`src/hw/rtl/fctng_pkg.sv`:
```
// shared constants, codes and attenuation table for the tone and noise generator
`default_nettype none

package fctng_pkg;

	// input clock ticks per generation step
	localparam int CLOCK_DIVIDE = 16;
	localparam int PRESCALE_W = (CLOCK_DIVIDE > 1) ? $clog2(CLOCK_DIVIDE) : 1;
	localparam logic [PRESCALE_W-1:0] PRESCALE_LAST = PRESCALE_W'(CLOCK_DIVIDE - 1);

	localparam int NUM_CH   = 4;
	localparam int NUM_TONE = 3;
	localparam int PERIOD_W = 10;
	localparam int ATT_W    = 4;
	localparam int LEVEL_W  = 15;
	localparam int SUM_W    = LEVEL_W + 2;

	// request kinds carried in tuser
	localparam logic KIND_WRITE = 1'b0;
	localparam logic KIND_TICK  = 1'b1;

	// channel select code of the noise channel
	localparam logic [1:0] CH_NOISE = 2'd3;

	// noise rate select codes
	localparam logic [1:0] RATE_16  = 2'd0;
	localparam logic [1:0] RATE_32  = 2'd1;
	localparam logic [1:0] RATE_64  = 2'd2;
	localparam logic [1:0] RATE_TONE2 = 2'd3;

	localparam logic [PERIOD_W-1:0] NOISE_RELOAD_16 = 10'h010;
	localparam logic [PERIOD_W-1:0] NOISE_RELOAD_32 = 10'h020;
	localparam logic [PERIOD_W-1:0] NOISE_RELOAD_64 = 10'h040;

	localparam logic [15:0] NOISE_SEED = 16'h8000;

	// 2 dB steps, round(32767 * 10^(-i/10)), silent at the last step
	function automatic logic [LEVEL_W-1:0] att_level(input logic [ATT_W-1:0] att);
		logic [LEVEL_W-1:0] lvl;
		case (att)
			4'd0:    lvl = 15'd32767;
			4'd1:    lvl = 15'd26028;
			4'd2:    lvl = 15'd20675;
			4'd3:    lvl = 15'd16422;
			4'd4:    lvl = 15'd13045;
			4'd5:    lvl = 15'd10362;
			4'd6:    lvl = 15'd8231;
			4'd7:    lvl = 15'd6538;
			4'd8:    lvl = 15'd5193;
			4'd9:    lvl = 15'd4125;
			4'd10:   lvl = 15'd3277;
			4'd11:   lvl = 15'd2603;
			4'd12:   lvl = 15'd2067;
			4'd13:   lvl = 15'd1642;
			4'd14:   lvl = 15'd1304;
			default: lvl = 15'd0;
		endcase
		return lvl;
	endfunction

endpackage

`default_nettype wire

```
`src/hw/rtl/four_channel_tone_noise_generator.sv`:
```
// top level of the four-channel tone and noise sound generator
`default_nettype none

// three square-wave tone channels and one noise channel driven by a request
// stream. each request is either a register write byte (tuser = 0) or one
// input clock tick (tuser = 1). every CLOCK_DIVIDE ticks a generation step
// runs; when mixer_enable is set that step emits one result: the sum of the
// attenuated levels of the sounding channels divided by four (Q0.15) plus
// the per-channel sounding bits. a request is taken every cycle unless the
// input is stalled: it is registered, then applied to the channel state as
// the result is written into the output register. the result register is
// single, and the input stage keeps taking requests while it is full and
// stalled only when both the input stage and the result are held.
// mixer_enable is written through the cfg channel, always ready; the user must write it only while idle, unenforced.
module four_channel_tone_noise_generator
	import fctng_pkg::*;
(
	input  wire logic        clk,
	input  wire logic        arst_n,

	input  wire logic        s_axis_tvalid,
	output      logic        s_axis_tready,
	input  wire logic [7:0]  s_axis_tdata,  // [7:0] data
	input  wire logic        s_axis_tuser,  // [0] kind

	output      logic        m_axis_tvalid,
	input  wire logic        m_axis_tready,
	output      logic [23:0] m_axis_tdata,  // [14:0] sample, [18:15] channel_bits, [23:19] zero

	input  wire logic        cfg_valid,
	output      logic        cfg_ready,
	input  wire logic        cfg_data       // mixer_enable
);

	// request stage
	logic       req_valid_s1;
	logic       req_kind_s1;
	logic [7:0] req_data_s1;

	// result register
	logic                out_valid_q;
	logic [LEVEL_W-1:0]  out_sample_q;
	logic [NUM_CH-1:0]   out_bits_q;

	// channel state
	logic                  mixer_q;
	logic [PERIOD_W-1:0]   period_q [NUM_TONE];
	logic [2:0]            nctl_q;
	logic [ATT_W-1:0]      attn_q   [NUM_CH];
	logic [PERIOD_W-1:0]   cnt_q    [NUM_CH];
	logic [NUM_CH-1:0]     phase_q;
	logic [15:0]           noise_q;
	logic [1:0]            lch_q;
	logic                  lvol_q;
	logic [PRESCALE_W-1:0] pre_q;

	// next state
	logic [PERIOD_W-1:0]   period_d [NUM_TONE];
	logic [2:0]            nctl_d;
	logic [ATT_W-1:0]      attn_d   [NUM_CH];
	logic [PERIOD_W-1:0]   cnt_d    [NUM_CH];
	logic [NUM_CH-1:0]     phase_d;
	logic [15:0]           noise_d;
	logic [1:0]            lch_d;
	logic                  lvol_d;
	logic [PRESCALE_W-1:0] pre_d;

	logic                  advance;
	logic                  s1_fire;
	logic                  gen_step;
	logic                  emit;
	logic [NUM_CH-1:0]     sound;
	logic [SUM_W-1:0]      sum;

	// the request stage moves on whenever the result register is free or draining
	assign advance       = !out_valid_q || m_axis_tready;
	assign s1_fire       = req_valid_s1 && advance;
	assign s_axis_tready = !req_valid_s1 || advance;
	assign cfg_ready     = 1'b1;

	assign m_axis_tvalid = out_valid_q;
	assign m_axis_tdata  = {5'd0, out_bits_q, out_sample_q};

	// request register
	always_ff @(posedge clk or negedge arst_n) begin
		if (!arst_n) begin
			req_valid_s1 <= 1'b0;
		end else if (s_axis_tvalid && s_axis_tready) begin
			req_valid_s1 <= 1'b1;
		end else if (s1_fire) begin
			req_valid_s1 <= 1'b0;
		end
	end

	always_ff @(posedge clk) begin
		if (s_axis_tvalid && s_axis_tready) begin
			req_kind_s1 <= s_axis_tuser;
			req_data_s1 <= s_axis_tdata;
		end
	end

	// apply one request to the channel state
	always_comb begin
		logic [PERIOD_W-1:0] dec;
		logic [PERIOD_W-1:0] ndec;
		logic                fb;

		period_d = period_q;
		nctl_d   = nctl_q;
		attn_d   = attn_q;
		cnt_d    = cnt_q;
		phase_d  = phase_q;
		noise_d  = noise_q;
		lch_d    = lch_q;
		lvol_d   = lvol_q;
		pre_d    = pre_q;
		gen_step = 1'b0;
		dec      = '0;
		ndec     = '0;
		fb       = 1'b0;

		if (s1_fire) begin
			if (req_kind_s1 == KIND_WRITE) begin
				// latch byte picks channel and type first, then both kinds write
				if (req_data_s1[7]) begin
					lch_d  = req_data_s1[6:5];
					lvol_d = req_data_s1[4];
				end
				if (lvol_d) begin
					attn_d[lch_d] = req_data_s1[3:0];
				end else if (lch_d == CH_NOISE) begin
					// any noise register write restarts the shifter
					nctl_d  = req_data_s1[2:0];
					noise_d = NOISE_SEED;
				end else if (req_data_s1[7]) begin
					period_d[lch_d] = {period_q[lch_d][9:4], req_data_s1[3:0]};
				end else begin
					period_d[lch_d] = {req_data_s1[5:0], period_q[lch_d][3:0]};
				end
			end else begin
				if (pre_q == PRESCALE_LAST) begin
					pre_d    = '0;
					gen_step = 1'b1;
				end else begin
					pre_d = pre_q + 1'b1;
				end
			end
		end

		if (gen_step) begin
			// tone channels: wrap-around down-counter, toggle and reload at zero
			for (int c = 0; c < NUM_TONE; c++) begin
				dec = cnt_q[c] - 1'b1;
				if (dec == '0) begin
					phase_d[c] = ~phase_q[c];
					cnt_d[c]   = period_q[c];
				end else begin
					cnt_d[c] = dec;
				end
			end
			// noise channel: shifter clocks on the rising edge of its phase
			ndec = cnt_q[CH_NOISE] - 1'b1;
			if (ndec == '0) begin
				phase_d[CH_NOISE] = ~phase_q[CH_NOISE];
				case (nctl_q[1:0])
					RATE_16: cnt_d[CH_NOISE] = NOISE_RELOAD_16;
					RATE_32: cnt_d[CH_NOISE] = NOISE_RELOAD_32;
					RATE_64: cnt_d[CH_NOISE] = NOISE_RELOAD_64;
					default: cnt_d[CH_NOISE] = period_q[2];
				endcase
				if (phase_d[CH_NOISE]) begin
					// white mode taps bits 0 and 3, periodic mode recirculates bit 0
					fb      = nctl_q[2] ? (noise_q[0] ^ noise_q[3]) : noise_q[0];
					noise_d = {fb, noise_q[15:1]};
				end
			end else begin
				cnt_d[CH_NOISE] = ndec;
			end
		end
	end

	// mix the stepped state; a period below two holds a tone channel high
	always_comb begin
		for (int c = 0; c < NUM_TONE; c++) begin
			sound[c] = phase_d[c] || (period_q[c] < 10'd2);
		end
		sound[CH_NOISE] = noise_d[0];
		sum = '0;
		for (int c = 0; c < NUM_CH; c++) begin
			if (sound[c]) begin
				sum = sum + SUM_W'(att_level(attn_q[c]));
			end
		end
	end

	assign emit = gen_step && mixer_q;

	// channel state registers
	always_ff @(posedge clk or negedge arst_n) begin
		if (!arst_n) begin
			mixer_q <= 1'b1;
			for (int c = 0; c < NUM_TONE; c++) begin
				period_q[c] <= '0;
			end
			for (int c = 0; c < NUM_CH; c++) begin
				attn_q[c] <= '1;
				cnt_q[c]  <= '0;
			end
			phase_q <= '0;
			nctl_q  <= '0;
			noise_q <= NOISE_SEED;
			lch_q   <= '0;
			lvol_q  <= 1'b0;
			pre_q   <= '0;
		end else begin
			if (cfg_valid && cfg_ready) begin
				mixer_q <= cfg_data;
			end
			period_q <= period_d;
			attn_q   <= attn_d;
			cnt_q    <= cnt_d;
			phase_q  <= phase_d;
			nctl_q   <= nctl_d;
			noise_q  <= noise_d;
			lch_q    <= lch_d;
			lvol_q   <= lvol_d;
			pre_q    <= pre_d;
		end
	end

	// result register
	always_ff @(posedge clk or negedge arst_n) begin
		if (!arst_n) begin
			out_valid_q <= 1'b0;
		end else if (advance) begin
			out_valid_q <= s1_fire && emit;
		end
	end

	always_ff @(posedge clk) begin
		if (s1_fire && emit) begin
			out_sample_q <= sum[SUM_W-1:2];
			out_bits_q   <= sound;
		end
	end

`ifndef SYNTHESIS
	// a register write never creates a result
	a_write_no_result: assert property (@(posedge clk) disable iff (!arst_n)
		(s1_fire && req_kind_s1 == KIND_WRITE && !out_valid_q) |=> !out_valid_q)
		else $error("register write produced a result");

	// the shifter map is invertible, so it can never lock up at zero
	a_noise_nonzero: assert property (@(posedge clk) disable iff (!arst_n)
		noise_q != 16'h0000)
		else $error("noise shifter reached zero");

	// a new result only appears when the mixer was enabled
	a_mixer_gate: assert property (@(posedge clk) disable iff (!arst_n)
		$rose(out_valid_q) |-> $past(mixer_q))
		else $error("result emitted with mixer disabled");

	// prescaler only moves on a tick request
	a_prescale_wrap: assert property (@(posedge clk) disable iff (!arst_n)
		(pre_q != $past(pre_q)) |-> $past(s1_fire && req_kind_s1 == KIND_TICK))
		else $error("prescaler moved without a tick");
`endif

endmodule

`default_nettype wire

```
`config.mk`:
```
export PLATFORM = sky130hd
export DESIGN_NAME = four_channel_tone_noise_generator
export DESIGN_NICKNAME = d
export VERILOG_FILES = /design/src/hw/rtl/fctng_pkg.sv /design/src/hw/rtl/four_channel_tone_noise_generator.sv
export SDC_FILE = /design/constraint.sdc
export NUM_CORES = 1
export LEC_CHECK = 0
export ABC_AREA = 1
export BUFFER_PORTS_ARGS = -buffer_cell sky130_fd_sc_hd__clkbuf_2
export CAP_MARGIN = 20
export CELL_PAD_IN_SITES_DETAIL_PLACEMENT = 0
export CELL_PAD_IN_SITES_GLOBAL_PLACEMENT = 2
export CORE_MARGIN = 4
export CORE_UTILIZATION = 40
export CTS_CLUSTER_SIZE = 8
export DETAILED_ROUTE_END_ITERATION = 16
export PLACE_DENSITY_LB_ADDON = 0.1
export SLEW_MARGIN = 15
export SYNTH_ARGS = -nofsm -noshare
export SYNTH_HDL_FRONTEND = slang
export SYNTH_SLANG_ARGS = --single-unit
export TNS_END_PERCENT = 30
```
`constraint.sdc`:
```
create_clock -name clk -period 13.2 [get_ports clk]
set_clock_uncertainty 0.1 [all_clocks]
set_input_delay 0.66 -clock clk [delete_from_list [all_inputs] [get_ports clk]]
set_output_delay 0.66 -clock clk [all_outputs]
set_load 0.02 [all_outputs]
```
==> results.txt, run 1 <==
status - complete, no violations
Setup-failing EPs final - 0
LEAKAGE - 5.89 nW
Fin Hold WS - 195 ps
Post-CTS Setup Bufs - 0
fraction of synthesized cell area in xor and xnor cells - 3.70%
most frequent CP cell - nand2_1
Adder-Cell Fraction of Synth Area - 8.85%
cts hold-fix bufs - 0
multiplexer area fraction after synthesis - 0.177%
Worst VDD drop - 0.107 mV
IO Pins - 42
final worst path period share - 55.1%
fin. max-slew vios - 0
vias per cell - 5.22
Critical-path top delay cell - o21ai_0
Tot Pwr - 2.50 mW
Seq/Total Area, Yosys - 33.9%
Max FO, Critical Path - 16
HPWL after DPL - 24700 um
Fill cells - 2887
Resized Gates After CTS - 0
YS warnings - 0
final hold vios - 0
# port buffers - 35
Period minus WS final - 7270 ps
Cell Area, Synth - 11300 sq um
syn_area_per_cell - 7.22 sq um
pwr dens - 200 nW/um^2
final worst setup slack - 5930 ps
GRT Overall Usage - 21.1%
antenna-violating nets left - 0
H-tree depth - 4
top_reg_cell synth - dfrtp_1
post-DR wirelength/cell - 16.3 um
largest net degree at the start of global routing - 63
pre-CTS WS - 5970 ps
area grow syn2layout - 10.0%
EDFF count, synth - 28
GPL Wtd Cong - 0.891
vias in the first global route - 9799
Post-Route WL - 32300 um
RSZ-0062 raised after global routing - false
Clock Latency Late Sink - 430 ps
n_diodes - 0
GRT overflow - 0
Starting Density - 40.7%
DRC - 0
CP peak stage delay - 420 ps
Synth Register Bits - 147
type of element capturing the critical path - register
asr flop ratio synth - 81.0%
DR iter-0 viols - 873
Num Clock Sinks - 147
CP arrival - 7350 ps
Clock Pin Slew Worst Setup and Hold Paths - 80 ps
worst-margin pin slew - 923 ps
first-pass GRT wire length - 52900 um
R2R Setup Slk - 5930 ps
ratio of cells with drive above 1 in the final layout - 9.41%
Die H - 176 um
Die Footprint - 31100 sq um
Setup Crit Path Kind - register to register
Chip Width - 176 um
Startpoint Class - register
row cnt - 61
simple-gate area share of the yosys netlist - 27.6%
Vias - 10400
FMAX - 138 MHz
Hold Path Class - primary input to asynchronous set/reset pin
Max Root-Sink Buffers - 2
CORE AREA - 27900 sq um
total CTS buffers - 17
DRT Pass-1 Iters - 5
Mapped Cells - 1572
Layout Nets - 1686
Slew Limit Headroom - 38.0%
Synth Area in Compound Gates - 17.6%
Setup TNS - 0 ps
TritonCTS clock tree - done
post-layout util - 44.8%
CP required - 13280 ps
initial antenna violation count - 0
largest family of logic cells by synthesized area - simple AND/OR/NAND/NOR gates
post-synth cell types - 60
max cap viols - 0
Root Driver - clkbuf_16
worst max-delay path: cells and delay by family, from the launching register on:
| kind | cells | cell delay [ps] |
|---|---|---|
| simple gates | 25 | 2910 |
| compound gates | 7 | 1420 |
| fa+ha+maj | 4 | 1350 |
| buf+inv | 5 | 490 |
| flops | 1 | 390 |
| xor+xnor | 2 | 320 |
cells in the final DEF (no fill, tap or decap), types with 10 or more instances in the layout:
cell type  count
nand3_1       73
o21ai_0      136
clkbuf_2      34
inv_1        176
o221ai_1      12
xor2_1        27
dfrtp_1      101
ha_1          77
clkbuf_16     17
nand4_1       10
nand2_1      375
a21oi_1       80
a31oi_1       39
xnor2_1       19
o211ai_1      12
edfxtp_1      28
dfstp_2       18
buf_4         10
nor3_1        17
o31ai_1       10
nor2_1       174
o21ai_1       16
stage by stage:
step                      cell area, sq um  std cells
after CTS                            12500       1983
after floorplan                      11400       1576
after global routing                 12500       1983
after global placement               11900       1950
final                                12500       1983
after detailed placement             11900       1951
per-layer routing:
| metal | track usage (%) | vias to the layer above | share of wire, % |
|---|---|---|---|
| met5 | 0 | - | 0 |
| met4 | 4.38 | 0 | 1.1 |
| met3 | 2.10 | 22 | 3.5 |
| met2 | 32.0 | 231 | 43 |
| met1 | 32.8 | 4823 | 52 |
| li1 | - | 5277 | - |
synthesized netlist by cell type (3+ instances only):
| cell type | number | area share (%) |
|---|---|---|
| nor4_1 | 9 | 0.50 |
| nor3_1 | 17 | 0.75 |
| o31ai_1 | 10 | 0.66 |
| a21oi_1 | 80 | 3.5 |
| o21ai_0 | 136 | 6.0 |
| nand3_2 | 4 | 0.35 |
| o2111ai_1 | 3 | 0.23 |
| dfstp_2 | 18 | 4.2 |
| nor2_8 | 3 | 0.53 |
| buf_2 | 4 | 0.18 |
| buf_4 | 8 | 0.53 |
| clkbuf_1 | 33 | 1.1 |
| a21o_1 | 5 | 0.33 |
| o21ai_1 | 16 | 0.71 |
| a31oi_1 | 39 | 2.2 |
| edfxtp_1 | 28 | 7.4 |
| a211oi_1 | 7 | 0.46 |
| nor2_2 | 7 | 0.39 |
| inv_2 | 6 | 0.20 |
| o21bai_1 | 4 | 0.26 |
| nor2_4 | 3 | 0.30 |
| ha_1 | 77 | 8.5 |
| o21a_1 | 5 | 0.33 |
| o221ai_1 | 12 | 0.93 |
| o211ai_1 | 12 | 0.79 |
| dfrtp_1 | 101 | 22 |
| nand4_1 | 10 | 0.55 |
| o22ai_1 | 8 | 0.44 |
| inv_1 | 176 | 5.8 |
| clkinv_1 | 3 | 0.099 |
| nand3_1 | 73 | 3.2 |
| xnor2_1 | 19 | 1.5 |
| nand2_2 | 9 | 0.50 |
| nand2_4 | 3 | 0.30 |
| nand3b_1 | 7 | 0.46 |
| nor2_1 | 175 | 5.8 |
| a21boi_0 | 4 | 0.26 |
| or2_2 | 9 | 0.50 |
| nand2_1 | 375 | 12 |
| xor2_1 | 27 | 2.1 |
cell type report:
cell class,instances,area (sq um),share of cell area [%]
multi-input combinational,1195,6600,52.9
sequential,147,3840,30.8
inverter,186,701,5.62
tap,378,473,3.79
clock buffer,17,425,3.41
timing repair buffer,45,256,2.06
clock inverter,15,185,1.48
flip-flops by register name, indices dropped and copies added, names as in the netlist, 2 cells and up:
register	flops
cnt_q	40
period_q	30
attn_q	16
noise_q	16
out_sample_q	15
req_data_s1	8
out_bits_q	4
phase_q	4
pre_q	4
nctl_q	3
lch_q	2
worst paths after layout:
check                                      startpoint                    endpoint  depth (start not counted)
worst min-delay path                           arst_n        pre_q[1]$_DFFE_PN0P_                          1
max in group asynchronous                      arst_n       cnt_q[11]$_DFFE_PN0P_                          2
worst min register to register   pre_q[3]$_DFFE_PN0P_        pre_q[3]$_DFFE_PN0P_                          1
worst max register to register  cnt_q[30]$_DFFE_PN0P_  out_sample_q[14]$_DFFE_PP_                         43
worst max-delay path            cnt_q[30]$_DFFE_PN0P_  out_sample_q[14]$_DFFE_PP_                         43
min in group clk                         s_axis_tuser       req_kind_s1$_DFFE_PP_                          1
where the power goes:
group / switching, mW / total [mW] / leakage [nW] / internal [mW]
Sequential: 0.182 / 0.786 / 1.70 / 0.604
Combinational: 0.780 / 1.20 / 3.89 / 0.423
Clock: 0.236 / 0.510 / 0.293 / 0.273
Total: 1.20 / 2.50 / 5.89 / 1.30
logic make-up after synthesis:
kind of cell / after synthesis
AND/OR/NAND/NOR: 713
AO/OA/AOI/OAI: 348
buffers and inverters: 234
flip-flops: 147
adder cells (fa/ha/maj): 79
XOR/XNOR: 47
other: 2
multiplexers: 2
Note: power is estimated with default switching activity, not from simulation.
==> run 2: changes to the inputs <==
--- a/config.mk
+++ b/config.mk
@@ -11,7 +11,7 @@
 export CELL_PAD_IN_SITES_DETAIL_PLACEMENT = 0
 export CELL_PAD_IN_SITES_GLOBAL_PLACEMENT = 2
 export CORE_MARGIN = 4
-export CORE_UTILIZATION = 40
+export CORE_UTILIZATION = 37
 export CTS_CLUSTER_SIZE = 8
 export DETAILED_ROUTE_END_ITERATION = 16
 export PLACE_DENSITY_LB_ADDON = 0.1
==> constraint.sdc (replaced) <==
create_clock -name clk -period 7.3 [get_ports clk]
set_clock_uncertainty 0.1 [all_clocks]
set_input_delay 0.365 -clock clk [delete_from_list [all_inputs] [get_ports clk]]
set_output_delay 0.365 -clock clk [all_outputs]
set_load 0.02 [all_outputs]
==> results.txt, run 2 (synthesis gave the netlist of run 1 again) <==
hold_sp - s_axis_tdata[5]
Hold Path Class - primary input to register
initial antenna violation count - 0 (unchanged)
Die H - 183 um (+3.8%)
worst hold path cell count - 1
final hold vios - 0 (unchanged)
final worst path period share - 91.0% (+36 points)
status - complete, no violations
Clock Latency Late Sink - 440 ps (about the same)
Max Root-Sink Buffers - 2 (unchanged)
vias per cell - 5.10 (-2.4%)
LEAKAGE - 5.92 nW (+0.52%)
fin. max-slew vios - 0 (unchanged)
commonest non-fill, non-tap cell in the layout - nand2_1
ratio of cells with drive above 1 in the final layout - 9.79% (+0.38 points)
most frequent CP cell - nand2_1
Worst path top cell family by delay - simple AND/OR/NAND/NOR gates
CP required - 7390 ps (-5890 ps)
# port buffers - 35 (unchanged)
Layout Nets - 1695 (+0.53%)
pre-CTS WS - 272 ps (-5700 ps)
post-DR wirelength/cell - 16.2 um (-0.36%)
first-pass GRT wire length - 52500 um (-0.86%)
most frequent cells in the layout - nand2_1, inv_1, nor2_1, o21ai_0, dfrtp_1
H-tree depth - 4 (unchanged)
Max FO, Critical Path - 12 (-4)
CP arrival - 6730 ps (-620 ps)
largest net degree at the start of global routing - 67 (+6.3%)
area grow syn2layout - 11.0%
Top reg by flops - cnt_q
R2R Setup Slk - 660 ps (-5270 ps)
biggest regs - cnt_q: 40 flops, period_q: 30 flops
type of element capturing the critical path - register
worst-margin pin slew - 1080 ps (+160 ps)
Starting Density - 37.9% (-2.8 points)
antenna-violating nets left - 0 (unchanged)
row cnt - 63 (+3.3%)
Setup Crit Path Kind - register to register
Setup TNS - 0 ps (unchanged)
DR iter-0 viols - 689 (-21%)
DRC - 0 (unchanged)
pwr dens - 362 nW/um^2 (+81%)
Vias - 10200 (-1.3%)
Post-Route WL - 32500 um (+0.74%)
r2r startpoint - cnt_q[30]$_DFFE_PN0P_
WP buf/inv - 4 (-1)
GRT overflow - 0 (unchanged)
max cap viols - 0 (unchanged)
GPL Wtd Cong - 0.860 (-3.5%)
total CTS buffers - 17 (unchanged)
WHS Endpoint - req_data_s1[5]$_DFFE_PP_
Startpoint Class - register
HPWL after DPL - 24900 um (+0.71%)
TritonCTS clock tree - done
CORE AREA - 30000 sq um (+7.5%)
Die Footprint - 33500 sq um (+7.7%)
RSZ-0062 raised after global routing - false
Crit. Startpoint - cnt_q[30]$_DFFE_PN0P_
post-layout util - 42.0% (-2.8 points)
Slew Limit Headroom - 27.3% (-11 points)
FMAX - 151 MHz (+9.4%)
Critical-path top delay cell - fa_1
Reg2Reg Depth - 42 (-2.3%)
Fill cells - 3155 (+9.3%)
Placed Area - 11900 sq um (+0.28%)
final worst setup slack - 659 ps (-5270 ps)
DRT Pass-1 Iters - 6 (+1)
Tot Pwr - 4.55 mW (+82%)
GRT Overall Usage - 19.6% (-1.5 points)
IO Pins - 42 (unchanged)
Setup-failing EPs final - 0 (unchanged)
max reg flops - 40 (unchanged)
Post-CTS Setup Bufs - 0 (unchanged)
Chip Width - 183 um (+3.8%)
post-route cell area - 12600 sq um (+0.89%)
Num Clock Sinks - 147 (unchanged)
Clock Pin Slew Worst Setup and Hold Paths - 70 ps (about the same)
Period minus WS final - 6640 ps (-626 ps)
Root Driver - clkbuf_16
CP peak stage delay - 410 ps (about the same)
Worst VDD drop - 0.165 mV (+54%)
vias in the first global route - 9625 (-1.8%)
reg2reg end - out_sample_q[14]$_DFFE_PP_
[run 2: changes by cell type in the layout (fill, tap and decap cells not counted), sizes merged]
cell	change
dlygate4sd3	+6
inv	-4
buf	+3
clkbuf	+3
bufinv	+1
diode	+1
[run 2: layer usage]
metal	vias to the layer above	GRT usage, %	wire [um]
met4	0	4.65	471
met1	4667	29.8	16800
met5	-	0	0
li1	5291	-	-
met3	24	3.47	1470
met2	237	29.1	13700
[run 2: stage by stage]
step	hold WS, ps	std cells
global placement	359	1966
finish	20.2	2005
floorplan	-30.6	1576
CTS	1.60	2004
detailed placement	358	1966
global route	0.0713	2004
[run 2: how the worst max path moves through the flow]
stage	end	cells past startpoint
3_5_place_dp	out_sample_q[14]$_DFFE_PP_	42
2_1_floorplan	out_sample_q[14]$_DFFE_PP_	43
3_3_place_gp	out_sample_q[14]$_DFFE_PP_	42
5_1_grt	out_sample_q[13]$_DFFE_PP_	43
6_report	out_sample_q[14]$_DFFE_PP_	42
4_1_cts	out_sample_q[14]$_DFFE_PP_	42
[run 2: final cells by class]
cell class	instances	area (sq um)	share of cell area, %
diodes	1	2.50	0.0199
clock buffers	20	457	3.63
clock inverters	12	146	1.16
inverters	186	701	5.57
multi-input cells	1195	6620	52.6
flip-flops and latches	147	3840	30.5
well taps	390	488	3.88
repair buffers	54	335	2.66
[run 2: report_power, final]
group          internal (mW)  switching (mW)
logic                  0.772            1.44
clock network          0.530           0.382
registers               1.09           0.340
total                   2.40            2.16
[run 2: what timing repair did]
item,in CTS,in global routing
hold buffers,6,0
setup endpoints to repair,0,6
endpoints found under the hold margin,46,0
gates resized for setup,0,11
